==> src/rtl/jsu_pkg.sv <==
package jsu_pkg;

   // destination size limits
   localparam int MaxCapacity = 4096;
   localparam int CapWidth    = 13;
   localparam int CountWidth  = 12;
   localparam logic [CapWidth-1:0] CapReset = 13'd256;

   // decoder modes
   localparam logic [1:0] ModeNormal = 2'd0;
   localparam logic [1:0] ModeEsc    = 2'd1;
   localparam logic [1:0] ModeHex    = 2'd2;

   // characters of interest
   localparam logic [7:0] CharQuote  = 8'h22;
   localparam logic [7:0] CharBslash = 8'h5C;
   localparam logic [7:0] CharLowerU = 8'h75;
   localparam logic [7:0] CharLowerN = 8'h6E;
   localparam logic [7:0] CharLowerT = 8'h74;
   localparam logic [7:0] CharLowerR = 8'h72;
   localparam logic [7:0] CharLowerB = 8'h62;
   localparam logic [7:0] CharLowerF = 8'h66;
   localparam logic [7:0] CharZero   = 8'h30;
   localparam logic [7:0] CharNine   = 8'h39;
   localparam logic [7:0] CharLowerA = 8'h61;
   localparam logic [7:0] CharUpperA = 8'h41;
   localparam logic [7:0] CharUpperF = 8'h46;

   // control bytes produced by the short escapes
   localparam logic [7:0] CtlNewline  = 8'h0A;
   localparam logic [7:0] CtlTab      = 8'h09;
   localparam logic [7:0] CtlReturn   = 8'h0D;
   localparam logic [7:0] CtlBackspc  = 8'h08;
   localparam logic [7:0] CtlFormfeed = 8'h0C;

   // utf-8 encoding
   localparam logic [7:0]  Utf8Lead2  = 8'hC0;
   localparam logic [7:0]  Utf8Lead3  = 8'hE0;
   localparam logic [7:0]  Utf8Cont   = 8'h80;
   localparam logic [15:0] Utf8Limit1 = 16'h0080;
   localparam logic [15:0] Utf8Limit2 = 16'h0800;

   // pending continuation bytes
   localparam logic [1:0] PendNone = 2'd0;
   localparam logic [1:0] PendOne  = 2'd1;
   localparam logic [1:0] PendTwo  = 2'd2;

   typedef struct packed {
      logic [7:0] data;
      logic       is_quote;
      logic       is_bslash;
      logic       is_u;
      logic [7:0] esc_byte;
      logic [3:0] hex;
   } jsu_sym_type;

   typedef struct packed {
      jsu_sym_type sym;
      logic        last;
   } jsu_item_type;

   typedef struct packed {
      logic [7:0]            out_byte;
      logic                  has_byte;
      logic                  string_done;
      logic [CountWidth-1:0] out_count;
   } jsu_result_type;

   function automatic jsu_sym_type jsu_classify(input logic [7:0] c);
      jsu_sym_type s;
      s.data      = c;
      s.is_quote  = (c == CharQuote);
      s.is_bslash = (c == CharBslash);
      s.is_u      = (c == CharLowerU);
      case (c)
         CharLowerN: s.esc_byte = CtlNewline;
         CharLowerT: s.esc_byte = CtlTab;
         CharLowerR: s.esc_byte = CtlReturn;
         CharLowerB: s.esc_byte = CtlBackspc;
         CharLowerF: s.esc_byte = CtlFormfeed;
         default:    s.esc_byte = c;
      endcase
      if (c >= CharZero && c <= CharNine) begin
         s.hex = c[3:0];
      end else if ((c >= CharLowerA && c <= CharLowerF) ||
                   (c >= CharUpperA && c <= CharUpperF)) begin
         s.hex = c[3:0] + 4'd9;
      end else begin
         s.hex = 4'd0;
      end
      return s;
   endfunction

endpackage

==> src/rtl/jsu_stream_if.sv <==
interface jsu_req_if;
   logic       valid;
   logic       ready;
   logic [7:0] data_byte;
   logic       region_end;

   modport source (output valid, output data_byte, output region_end, input ready);
   modport sink   (input valid, input data_byte, input region_end, output ready);
endinterface

interface jsu_rsp_if;
   logic        valid;
   logic        ready;
   logic [7:0]  out_byte;
   logic        has_byte;
   logic        string_done;
   logic [11:0] out_count;

   modport source (output valid, output out_byte, output has_byte, output string_done,
                   output out_count, input ready);
   modport sink   (input valid, input out_byte, input has_byte, input string_done,
                   input out_count, output ready);
endinterface

==> src/rtl/jsu_front.sv <==
module jsu_front
   import jsu_pkg::*;
#(
   parameter int DEPTH = 4
) (
   input  logic         clock,
   input  logic         reset,
   jsu_req_if.sink      req,
   output logic         head_valid,
   output jsu_item_type head,
   input  logic         pop
);

   localparam int PtrWidth = (DEPTH > 1) ? $clog2(DEPTH) : 1;
   localparam int CntWidth = $clog2(DEPTH + 1);

   jsu_item_type          slot_ff [DEPTH];
   logic [PtrWidth-1:0]   wr_ptr_ff, wr_ptr_in;
   logic [PtrWidth-1:0]   rd_ptr_ff, rd_ptr_in;
   logic [CntWidth-1:0]   count_ff, count_in;
   logic                  push;

   assign req.ready  = (count_ff != CntWidth'(DEPTH));
   assign push       = req.valid && req.ready;
   assign head_valid = (count_ff != '0);
   assign head       = slot_ff[rd_ptr_ff];

   always_comb begin
      wr_ptr_in = wr_ptr_ff;
      rd_ptr_in = rd_ptr_ff;
      count_in  = count_ff;
      if (push) begin
         wr_ptr_in = (wr_ptr_ff == PtrWidth'(DEPTH - 1)) ? '0 : wr_ptr_ff + 1'b1;
      end
      if (pop) begin
         rd_ptr_in = (rd_ptr_ff == PtrWidth'(DEPTH - 1)) ? '0 : rd_ptr_ff + 1'b1;
      end
      case ({push, pop})
         2'b10:   count_in = count_ff + 1'b1;
         2'b01:   count_in = count_ff - 1'b1;
         default: count_in = count_ff;
      endcase
   end

   always_ff @(posedge clock) begin
      if (reset) begin
         wr_ptr_ff <= '0;
         rd_ptr_ff <= '0;
         count_ff  <= '0;
      end else begin
         wr_ptr_ff <= wr_ptr_in;
         rd_ptr_ff <= rd_ptr_in;
         count_ff  <= count_in;
      end
   end

   // classify on the way in
   always_ff @(posedge clock) begin
      if (push) begin
         slot_ff[wr_ptr_ff] <= '{sym: jsu_classify(req.data_byte), last: req.region_end};
      end
   end

endmodule

==> src/rtl/jsu_decode.sv <==
module jsu_decode
   import jsu_pkg::*;
(
   input  logic                clock,
   input  logic                reset,
   input  logic [CapWidth-1:0] cap,
   input  logic                head_valid,
   input  jsu_item_type        head,
   output logic                pop,
   input  logic                advance,
   output logic                push,
   output jsu_result_type      push_data
);

   logic [1:0]            mode_ff, mode_in;
   logic [1:0]            hs_ff, hs_in;
   logic [15:0]           cp_ff, cp_in;
   logic [7:0]            hexc_ff [4];
   logic [CountWidth-1:0] ec_ff, ec_in;
   logic                  fin_ff, fin_in;
   logic [1:0]            pend_ff, pend_in;
   logic [1:0]            rp_ptr_ff, rp_ptr_in;
   logic [1:0]            rp_rem_ff, rp_rem_in;
   logic                  rend_ff, rend_in;
   logic                  h_valid_ff, h_valid_in;
   logic                  h_final_ff, h_final_in;
   jsu_result_type        h_ff, h_in;

   logic                  src_pend, src_rp, src_new, ignore, act;
   jsu_sym_type           sym;
   logic                  last, step_rend;
   logic                  room_now, room_after;
   logic                  emit, item_done, hex_we;
   logic [7:0]            emit_byte;
   logic [15:0]           cp_new;
   logic [1:0]            mode_n, hs_n, pend_n, rp_ptr_n, rp_rem_n;
   logic [15:0]           cp_n;
   logic                  fin_n;
   logic [CountWidth-1:0] ec_n;
   logic                  step_end, endcond, dummy, new_res;
   jsu_result_type        res;

   // source priority: pending utf-8 bytes, then replayed hex chars, then a new item
   assign src_pend  = (pend_ff != PendNone);
   assign src_rp    = !src_pend && (rp_rem_ff != 2'd0);
   assign src_new   = !src_pend && !src_rp && head_valid;
   assign ignore    = src_new && fin_ff;
   assign act       = advance && (src_pend || src_rp || src_new);
   assign pop       = advance && src_new;

   assign sym       = src_rp ? jsu_classify(hexc_ff[rp_ptr_ff]) : head.sym;
   assign last      = src_rp ? (rend_ff && (rp_rem_ff == 2'd1)) : head.last;
   assign step_rend = src_new ? head.last : rend_ff;

   assign room_now   = ({1'b0, ec_ff} + CapWidth'(4)) < cap;
   assign room_after = ({1'b0, ec_ff} + CapWidth'(5)) < cap;
   assign cp_new     = {cp_ff[11:0], sym.hex};

   always_comb begin
      mode_n    = mode_ff;
      hs_n      = hs_ff;
      cp_n      = cp_ff;
      pend_n    = pend_ff;
      rp_ptr_n  = rp_ptr_ff;
      rp_rem_n  = rp_rem_ff;
      fin_n     = fin_ff;
      emit      = 1'b0;
      emit_byte = 8'd0;
      item_done = 1'b0;
      hex_we    = 1'b0;

      if (src_pend) begin
         emit = 1'b1;
         if (pend_ff == PendTwo) begin
            emit_byte = Utf8Cont | {2'b00, cp_ff[11:6]};
            pend_n    = PendOne;
         end else begin
            emit_byte = Utf8Cont | {2'b00, cp_ff[5:0]};
            pend_n    = PendNone;
            item_done = 1'b1;
         end
      end else if (src_rp || (src_new && !fin_ff)) begin
         if (src_rp) begin
            rp_ptr_n = rp_ptr_ff + 1'b1;
            rp_rem_n = rp_rem_ff - 1'b1;
         end
         case (mode_ff)
            ModeNormal: begin
               if (!room_now || sym.is_quote) begin
                  fin_n = 1'b1;
               end else if (sym.is_bslash) begin
                  mode_n = ModeEsc;
               end else begin
                  emit      = 1'b1;
                  emit_byte = sym.data;
                  item_done = 1'b1;
               end
            end
            ModeEsc: begin
               mode_n = ModeNormal;
               if (sym.is_u) begin
                  if (last) begin
                     emit      = 1'b1;
                     emit_byte = CharBslash;
                     item_done = 1'b1;
                  end else begin
                     mode_n = ModeHex;
                     hs_n   = 2'd0;
                     cp_n   = 16'd0;
                  end
               end else begin
                  emit      = 1'b1;
                  emit_byte = sym.esc_byte;
                  item_done = 1'b1;
               end
            end
            ModeHex: begin
               hex_we = 1'b1;
               cp_n   = cp_new;
               if (hs_ff == 2'd3) begin
                  mode_n = ModeNormal;
                  hs_n   = 2'd0;
                  emit   = 1'b1;
                  if (cp_new < Utf8Limit1) begin
                     emit_byte = cp_new[7:0];
                     item_done = 1'b1;
                  end else if (cp_new < Utf8Limit2) begin
                     emit_byte = Utf8Lead2 | {3'b000, cp_new[10:6]};
                     pend_n    = PendOne;
                  end else begin
                     emit_byte = Utf8Lead3 | {4'b0000, cp_new[15:12]};
                     pend_n    = PendTwo;
                  end
               end else if (last) begin
                  // short escape at region end: backslash, then decode the gathered chars again
                  mode_n    = ModeNormal;
                  emit      = 1'b1;
                  emit_byte = CharBslash;
                  item_done = 1'b1;
                  rp_ptr_n  = 2'd0;
                  rp_rem_n  = hs_ff + 1'b1;
                  hs_n      = 2'd0;
               end else begin
                  hs_n = hs_ff + 1'b1;
               end
            end
            default: begin
               mode_n = ModeNormal;
            end
         endcase
      end

      if (item_done && !room_after) begin
         fin_n = 1'b1;
      end
      if (fin_n) begin
         rp_rem_n = 2'd0;
      end
   end

   assign ec_n     = emit ? ec_ff + 1'b1 : ec_ff;
   assign step_end = act && !ignore && (pend_n == PendNone) && (rp_rem_n == 2'd0);
   assign endcond  = fin_n || step_rend;
   // a step that ends the string with nothing emitted gives one result, unless an open held result takes string_done
   assign dummy    = step_end && endcond && !emit && !(h_valid_ff && !h_final_ff);
   assign new_res  = act && (emit || dummy);

   assign res.out_byte    = emit ? emit_byte : 8'd0;
   assign res.has_byte    = emit;
   assign res.string_done = endcond;
   assign res.out_count   = ec_n;

   // hold stage: a result leaves once it is known whether it closes the step
   assign push = advance && h_valid_ff && (h_final_ff || new_res || step_end);
   always_comb begin
      push_data = h_ff;
      push_data.string_done = h_final_ff ? h_ff.string_done : (step_end && !new_res && endcond);
   end

   always_comb begin
      mode_in    = mode_ff;
      hs_in      = hs_ff;
      cp_in      = cp_ff;
      ec_in      = ec_ff;
      fin_in     = fin_ff;
      pend_in    = pend_ff;
      rp_ptr_in  = rp_ptr_ff;
      rp_rem_in  = rp_rem_ff;
      rend_in    = rend_ff;
      h_valid_in = h_valid_ff;
      h_final_in = h_final_ff;
      h_in       = h_ff;

      if (act) begin
         if (src_new) begin
            rend_in = head.last;
         end
         if (!ignore) begin
            mode_in   = mode_n;
            hs_in     = hs_n;
            cp_in     = cp_n;
            ec_in     = ec_n;
            fin_in    = fin_n;
            pend_in   = pend_n;
            rp_ptr_in = rp_ptr_n;
            rp_rem_in = rp_rem_n;
            if (step_end && endcond) begin
               fin_in = 1'b1;
            end
         end
         // region end re-arms for the next string
         if ((ignore || step_end) && step_rend) begin
            mode_in = ModeNormal;
            hs_in   = 2'd0;
            cp_in   = 16'd0;
            ec_in   = '0;
            fin_in  = 1'b0;
         end
      end

      if (new_res) begin
         h_valid_in = 1'b1;
         h_final_in = step_end;
         h_in       = res;
      end else if (push) begin
         h_valid_in = 1'b0;
      end
   end

   always_ff @(posedge clock) begin
      if (reset) begin
         mode_ff    <= ModeNormal;
         hs_ff      <= 2'd0;
         cp_ff      <= 16'd0;
         ec_ff      <= '0;
         fin_ff     <= 1'b0;
         pend_ff    <= PendNone;
         rp_ptr_ff  <= 2'd0;
         rp_rem_ff  <= 2'd0;
         rend_ff    <= 1'b0;
         h_valid_ff <= 1'b0;
         h_final_ff <= 1'b0;
      end else begin
         mode_ff    <= mode_in;
         hs_ff      <= hs_in;
         cp_ff      <= cp_in;
         ec_ff      <= ec_in;
         fin_ff     <= fin_in;
         pend_ff    <= pend_in;
         rp_ptr_ff  <= rp_ptr_in;
         rp_rem_ff  <= rp_rem_in;
         rend_ff    <= rend_in;
         h_valid_ff <= h_valid_in;
         h_final_ff <= h_final_in;
      end
   end

   always_ff @(posedge clock) begin
      h_ff <= h_in;
      if (act && hex_we) begin
         hexc_ff[hs_ff] <= sym.data;
      end
   end

endmodule

==> src/rtl/json_string_unescape_core.sv <==
// json string unescaper: feed it the bytes of a json string value that follow the opening
// quote, one request per byte, with region_end on the last byte of the region; it returns
// the unescaped bytes with a running count, and string_done on the last response of each
// string (a response without a byte when the string closes on a quote, a full buffer or a
// dropped trailing backslash). \n \t \r \b \f become control bytes, other escaped bytes stand
// for themselves, and \uXXXX becomes one to three utf-8 bytes. a steady stream of plain bytes
// runs at one request and one response per cycle while the response side is ready; a \u
// escape that needs two or three utf-8 bytes holds the decoder while its continuation bytes
// go out, and a \u cut short at region end holds it while the gathered hex characters (up to
// three, which may hold a further \u that is cut short in turn) are decoded again. the
// decoder emits at most one response a cycle while the output register can take it. requests
// pass through a small queue, the decoder and a hold stage before the output register.
// csr_wr_data sets the buffer capacity (values above 4096 act as 4096); the user must write
// it only while the block is idle, and the block itself does not enforce this.
module json_string_unescape_core
   import jsu_pkg::*;
#(
   parameter int FIFO_DEPTH = 4
) (
   input  logic                clock,
   input  logic                reset,
   jsu_req_if.sink             req_stream,
   jsu_rsp_if.source           rsp_stream,
   input  logic                csr_wr_en,
   input  logic [CapWidth-1:0] csr_wr_data
);

   // capacity register, clamped on write
   logic [CapWidth-1:0] cap_ff, cap_in;

   // queue head between front and decoder
   logic                head_valid;
   jsu_item_type        head;
   logic                pop;

   // decoder to output register
   logic                advance;
   logic                push;
   jsu_result_type      push_data;

   // output register
   logic                o_valid_ff, o_valid_in;
   jsu_result_type      o_ff, o_in;

   assign cap_in = !csr_wr_en ? cap_ff :
                   (csr_wr_data > CapWidth'(MaxCapacity)) ? CapWidth'(MaxCapacity) :
                   csr_wr_data;

   // front end: takes requests and classifies them into the queue
   jsu_front #(
      .DEPTH (FIFO_DEPTH)
   ) u_front (
      .clock      (clock),
      .reset      (reset),
      .req        (req_stream),
      .head_valid (head_valid),
      .head       (head),
      .pop        (pop)
   );

   // back end: decodes one step a cycle while the output register can take a response
   assign advance = !o_valid_ff || rsp_stream.ready;

   jsu_decode u_decode (
      .clock      (clock),
      .reset      (reset),
      .cap        (cap_ff),
      .head_valid (head_valid),
      .head       (head),
      .pop        (pop),
      .advance    (advance),
      .push       (push),
      .push_data  (push_data)
   );

   always_comb begin
      o_valid_in = o_valid_ff;
      o_in       = o_ff;
      if (push) begin
         o_valid_in = 1'b1;
         o_in       = push_data;
      end else if (rsp_stream.ready) begin
         o_valid_in = 1'b0;
      end
   end

   always_ff @(posedge clock) begin
      if (reset) begin
         cap_ff     <= CapReset;
         o_valid_ff <= 1'b0;
      end else begin
         cap_ff     <= cap_in;
         o_valid_ff <= o_valid_in;
      end
   end

   // response payload
   always_ff @(posedge clock) begin
      o_ff <= o_in;
   end

   assign rsp_stream.valid       = o_valid_ff;
   assign rsp_stream.out_byte    = o_ff.out_byte;
   assign rsp_stream.has_byte    = o_ff.has_byte;
   assign rsp_stream.string_done = o_ff.string_done;
   assign rsp_stream.out_count   = o_ff.out_count;

endmodule

==> src/flat_wrapper.sv <==
// flat-port wrapper written by rule: the top's interface ports become plain ports
module json_string_unescape_core_flat import jsu_pkg::*;
#(
   parameter int FIFO_DEPTH = 4
)
  (clock, reset, csr_wr_en, csr_wr_data, req_stream_valid, req_stream_data_byte, req_stream_region_end, req_stream_ready, rsp_stream_valid, rsp_stream_out_byte, rsp_stream_has_byte, rsp_stream_string_done, rsp_stream_out_count, rsp_stream_ready);
  jsu_req_if req_stream_i ();
  jsu_rsp_if rsp_stream_i ();
  input  logic clock;
  input  logic reset;
  input  logic csr_wr_en;
  input  logic [CapWidth-1:0] csr_wr_data;
  input wire logic [$bits(req_stream_i.valid)-1:0] req_stream_valid;
  input wire logic [$bits(req_stream_i.data_byte)-1:0] req_stream_data_byte;
  input wire logic [$bits(req_stream_i.region_end)-1:0] req_stream_region_end;
  output wire logic [$bits(req_stream_i.ready)-1:0] req_stream_ready;
  output wire logic [$bits(rsp_stream_i.valid)-1:0] rsp_stream_valid;
  output wire logic [$bits(rsp_stream_i.out_byte)-1:0] rsp_stream_out_byte;
  output wire logic [$bits(rsp_stream_i.has_byte)-1:0] rsp_stream_has_byte;
  output wire logic [$bits(rsp_stream_i.string_done)-1:0] rsp_stream_string_done;
  output wire logic [$bits(rsp_stream_i.out_count)-1:0] rsp_stream_out_count;
  input wire logic [$bits(rsp_stream_i.ready)-1:0] rsp_stream_ready;
  assign req_stream_i.valid = req_stream_valid;
  assign req_stream_i.data_byte = req_stream_data_byte;
  assign req_stream_i.region_end = req_stream_region_end;
  assign req_stream_ready = req_stream_i.ready;
  assign rsp_stream_valid = rsp_stream_i.valid;
  assign rsp_stream_out_byte = rsp_stream_i.out_byte;
  assign rsp_stream_has_byte = rsp_stream_i.has_byte;
  assign rsp_stream_string_done = rsp_stream_i.string_done;
  assign rsp_stream_out_count = rsp_stream_i.out_count;
  assign rsp_stream_i.ready = rsp_stream_ready;
  json_string_unescape_core #(.FIFO_DEPTH(FIFO_DEPTH)) u_core (.clock(clock), .reset(reset), .req_stream(req_stream_i), .rsp_stream(rsp_stream_i), .csr_wr_en(csr_wr_en), .csr_wr_data(csr_wr_data));
endmodule
==> config.mk <==
export PLATFORM = sky130hd
export DESIGN_NAME = json_string_unescape_core_flat
export DESIGN_NICKNAME = d
export VERILOG_FILES = /design/src/rtl/jsu_pkg.sv /design/src/rtl/jsu_stream_if.sv /design/src/rtl/jsu_front.sv /design/src/rtl/jsu_decode.sv /design/src/rtl/json_string_unescape_core.sv /design/src/flat_wrapper.sv
export SDC_FILE = /design/constraint.sdc
export NUM_CORES = 1
export LEC_CHECK = 0
export BUFFER_PORTS_ARGS = -buffer_cell sky130_fd_sc_hd__buf_2
export CAP_MARGIN = 20
export CORE_UTILIZATION = 50
export DETAILED_ROUTE_END_ITERATION = 12
export GPL_TIMING_DRIVEN = 0
export PLACE_DENSITY = 0.64
export SLEW_MARGIN = 20
export SYNTH_ARGS = -nofsm -noshare
export SYNTH_HDL_FRONTEND = slang
export SYNTH_HIERARCHICAL = 1
export SYNTH_SLANG_ARGS = --single-unit
==> constraint.sdc <==
create_clock -name clock -period 8.5 [get_ports clock]
set_input_delay 0.85 -clock clock [delete_from_list [all_inputs] [get_ports clock]]
set_output_delay 0.85 -clock clock [all_outputs]
set_load 0.005 [all_outputs]
==> key figures <==
Timing
  • Fmax: 0.200 GHz
  • Setup TNS: 0 ns
  • Slew HR: 47.2%
  • Worst slew pin tran: 0.792 ns
  • Slew Viols, Final: 0
  • Final hold vios: 0
  • Unrepaired setup endpoints after global routing: no
  • Period utilization: 58.7%
  • Fin crit period: 4.99 ns
  • Final Skew: 0.0207 ns
  • Final setup viols: 0

Clock tree
  • Clock latency on the worst-skew pair: 0.52 ns
  • H-tree levels: 1
  • Clock-pin slew on the worst setup and hold paths: 0.06 ns
  • TritonCTS buffer count: 25
  • CTS tree: done
  • Hold Buf Count CTS: 0
  • Clk buf depth: 3
  • # clock sinks: 235
  • Root buf cell: clkbuf_16
  • Cts repair resizes: 0
  • Setup Fix Bufs, Post-CTS: 0

Global route
  • GR Util met1: 33.1%
  • Largest net degree at the start of global routing: 25
  • First-pass GRT wire length: 42700 µm
  • Grt peak-use layer: met2
  • Met3 Usage GRT: 2.85%
  • Tot GR Track Use: 22.6%
  • Grt met2 use: 35.5%
  • Initial antenna violation count: 0
  • Number of global-route vias before repair: 7642
  • GRT Residual Overflow: 0

Critical path
  • Critical Path RT: 8.94 ns
  • Setup CP Type: flip-flop to flip-flop
  • Setup crit end: u_core/rsp_stream.valid
  • CP Max Fanout: 23
  • Arrival @ worst endpoint: 5.43 ns
  • Crit end category: flip-flop
  • FF-to-FF setup slack: 3.51 ns
  • Crit start category: flip-flop
  • Worst R2R End: u_core/rsp_stream.valid
  • Worst setup path start: u_core/u_decode/ec_ff[5]
  • R2r worst-path depth: 17
  • R2R Path Start: u_core/u_decode/ec_ff[5]

Min path
  • Hold Path Class: flip-flop to flip-flop

Final layout
  • Area growth syn-to-layout: 12.2%
  • Share of cells above drive strength 1: 18.5%
  • Leading cell type in the layout, fill and taps excluded: edfxtp_1
  • Nets: 1169
  • Diode count: 0
  • Most frequent cells in the layout: edfxtp_1, nand2_1, nor2_1, dfxtp_1, buf_2

Synthesis
  • Synth Flop Type: edfxtp_1
  • Mapped Area: 12000 µm²
  • Sequential element share of the synthesized area: 53.8%
  • Largest family of logic cells by synthesized area: simple AND/OR/NAND/NOR gates
  • Post-synth EDFFs: 172
  • Yosys cell types: 93
  • Post-Synth Adder-Cell Area: 5.09%
  • Cells after Synth: 1018
  • Simple-gate share of the synthesized area: 14.4%
  • Xor and xnor area share after synthesis: 2.34%
  • Post-synthesis net count: 1093
  • Ys async rst share: 0%
  • Post-synthesis compound-gate area fraction: 11.2%
  • Mux share of post-synthesis cell area: 7.95%
  • Synth Warn #: 6
  • Yosys reg bits: 235
  • Mean cell area of the mapped netlist: 11.7 µm²

Power
  • Power per standard cell area: 291 nW/µm²
  • Standby leakage power: 4.82 nW
  • Total power: 3.91 mW
  • Worst ir drop on vdd: 191 µV

Floorplan
  • Area of the core: 23500 µm²
  • Initial core utilization: 50.9%
  • Die Area: 24500 µm²
  • Die Y-Extent: 157 µm
  • Top Ports: 51
  • Cell Rows: 56
  • Die extent in x: 157 µm

Route
  • Initial drt markers: 700
  • Final WL: 26500 µm
  • Via count: 8082
  • Avg Vias per Cell: 5.65
  • Drt drc: 0
  • Antenna viol nets, final: 0
  • WL/cell: 18.5 µm
  • Drt pass-1 iters: 5

Place
  • Routability cong.: 0.912
  • DP HPWL: 19100 µm
  • I/O Buffers: 49

Run
  • Maxcap violations: 0

Run status
  • Status: finished, final reports clean
==> cells in the mapped netlist (8+ instances only) <==
library cell	number	area (µm²)
o32ai_1	14	123
nor3_1	21	105
edfxtp_1	172	5160
o21ai_0	25	125
inv_1	56	210
clkbuf_1	30	113
buf_2	11	55.1
a31oi_1	8	50.1
nor2_1	63	236
mux4_2	32	721
nand2_1	127	477
dfxtp_1	63	1260
nand3b_1	9	67.6
nand3_1	21	105
xor2_1	13	114
xnor2_1	19	166
nor2b_1	12	75.1
a21oi_1	51	255
mux2i_1	18	180
and2_1	12	75.1
ha_1	47	588
and3_1	10	62.6
nand2b_1	13	81.3
or3_1	9	56.3
buf_4	22	165
==> flip-flops by register name, summed over array words and instances, names as in the netlist, 2 cells and up, named ones only <==
signal	count
u_core/u_decode/rp_ptr_ff	2
u_core/rsp_stream.out_byte	8
u_core/u_front/wr_ptr_ff	2
u_core/rsp_stream.out_count	12
u_core/u_decode/cp_ff	12
u_core/u_decode/ec_ff	12
u_core/u_front/slot_ff	96
u_core/u_front/rd_ptr_ff	2
u_core/u_decode/push_data	21
u_core/u_decode/hs_ff	2
u_core/u_decode/mode_ff	2
u_core/u_decode/pend_ff	2
u_core/u_front/count_ff	3
u_core/cap_ff	13
u_core/u_decode/rp_rem_ff	2
u_core/u_decode/hexc_ff	32
==> cell type report <==
type                    count  area, µm²
inverters                  57        214
repair buffers             49        245
multi-input cells         655       4920
clock inverters            10        109
flip-flops and latches    235       6430
clock buffers              35        693
well taps                 319        399
plain buffers              71        409
fillers                  1991      10100
==> logic make-up (layout without fill, tap and decap cells) <==
| logic type | Yosys count | in the layout |
|---|---|---|
| xor+xnor | 32 | 32 |
| fa+ha+maj | 48 | 48 |
| simple gates | 338 | 338 |
| compound gates | 183 | 183 |
| mux | 54 | 54 |
| buf+inv | 128 | 222 |
| flops | 235 | 235 |
==> worst min path at each step <==
stage,slack (ns),depth (start not counted),from,to
6_report,0.47,2,u_core/cap_ff[6],u_core/cap_ff[6]
5_1_grt,0.49,2,u_core/cap_ff[1],u_core/cap_ff[1]
4_1_cts,0.47,2,u_core/cap_ff[6],u_core/cap_ff[6]
3_5_place_dp,0.46,2,u_core/cap_ff[6],u_core/cap_ff[6]
3_3_place_gp,0.45,2,u_core/cap_ff[2],u_core/cap_ff[2]
2_1_floorplan,0.45,2,u_core/cap_ff[2],u_core/cap_ff[2]
==> metal layers <==
layer  part of all wire, %  vias to the layer above  wire length, µm
li1                      -                     3927                -
met1                    47                     3880            12500
met2                    46                      229            12100
met3                   5.2                       46             1380
met4                   2.0                        0              521
met5                     0                        -                0
==> report_power, final <==
part	switching [mW]	internal, mW	total [mW]
clock	0.427	0.630	1.06
combinational	0.845	0.476	1.32
sequential	0.0523	1.48	1.53
==> per-stage QoR <==
step / utilization (%) / cells / hold WS [ns] / worst slack, ns / instance area, µm²
CTS: 57.2 / 1431 / 0.474 / 3.57 / 13400
global placement: 53.7 / 1386 / 0.454 / 2.64 / 12600
finish: 57.2 / 1431 / 0.471 / 3.51 / 13400
global route: 57.2 / 1431 / 0.487 / 3.16 / 13400
floorplan: - / 1018 / 0.445 / 3.91 / 12000
detailed placement: 53.7 / 1386 / 0.464 / 3.60 / 12600
==> worst max-delay path, cell delays in order (launching register included) <==
cell and delay, ns:
dfxtp_1 0.30, clkbuf_1 0.39, and3_1 0.27, and3_1 0.26, nand3_1 0.26, xnor2_1 0.30, ha_1 0.28, nand3_1 0.08
nand2_1 0.06, a221oi_1 0.32, o211ai_2 0.28, nor3_4 0.33, o31ai_1 0.19, a31oi_1 0.43, o21ai_2 0.18, a21oi_4 0.61
inv_1 0.21, a21oi_1 0.16
Note: power is estimated with default switching activity, not from simulation.
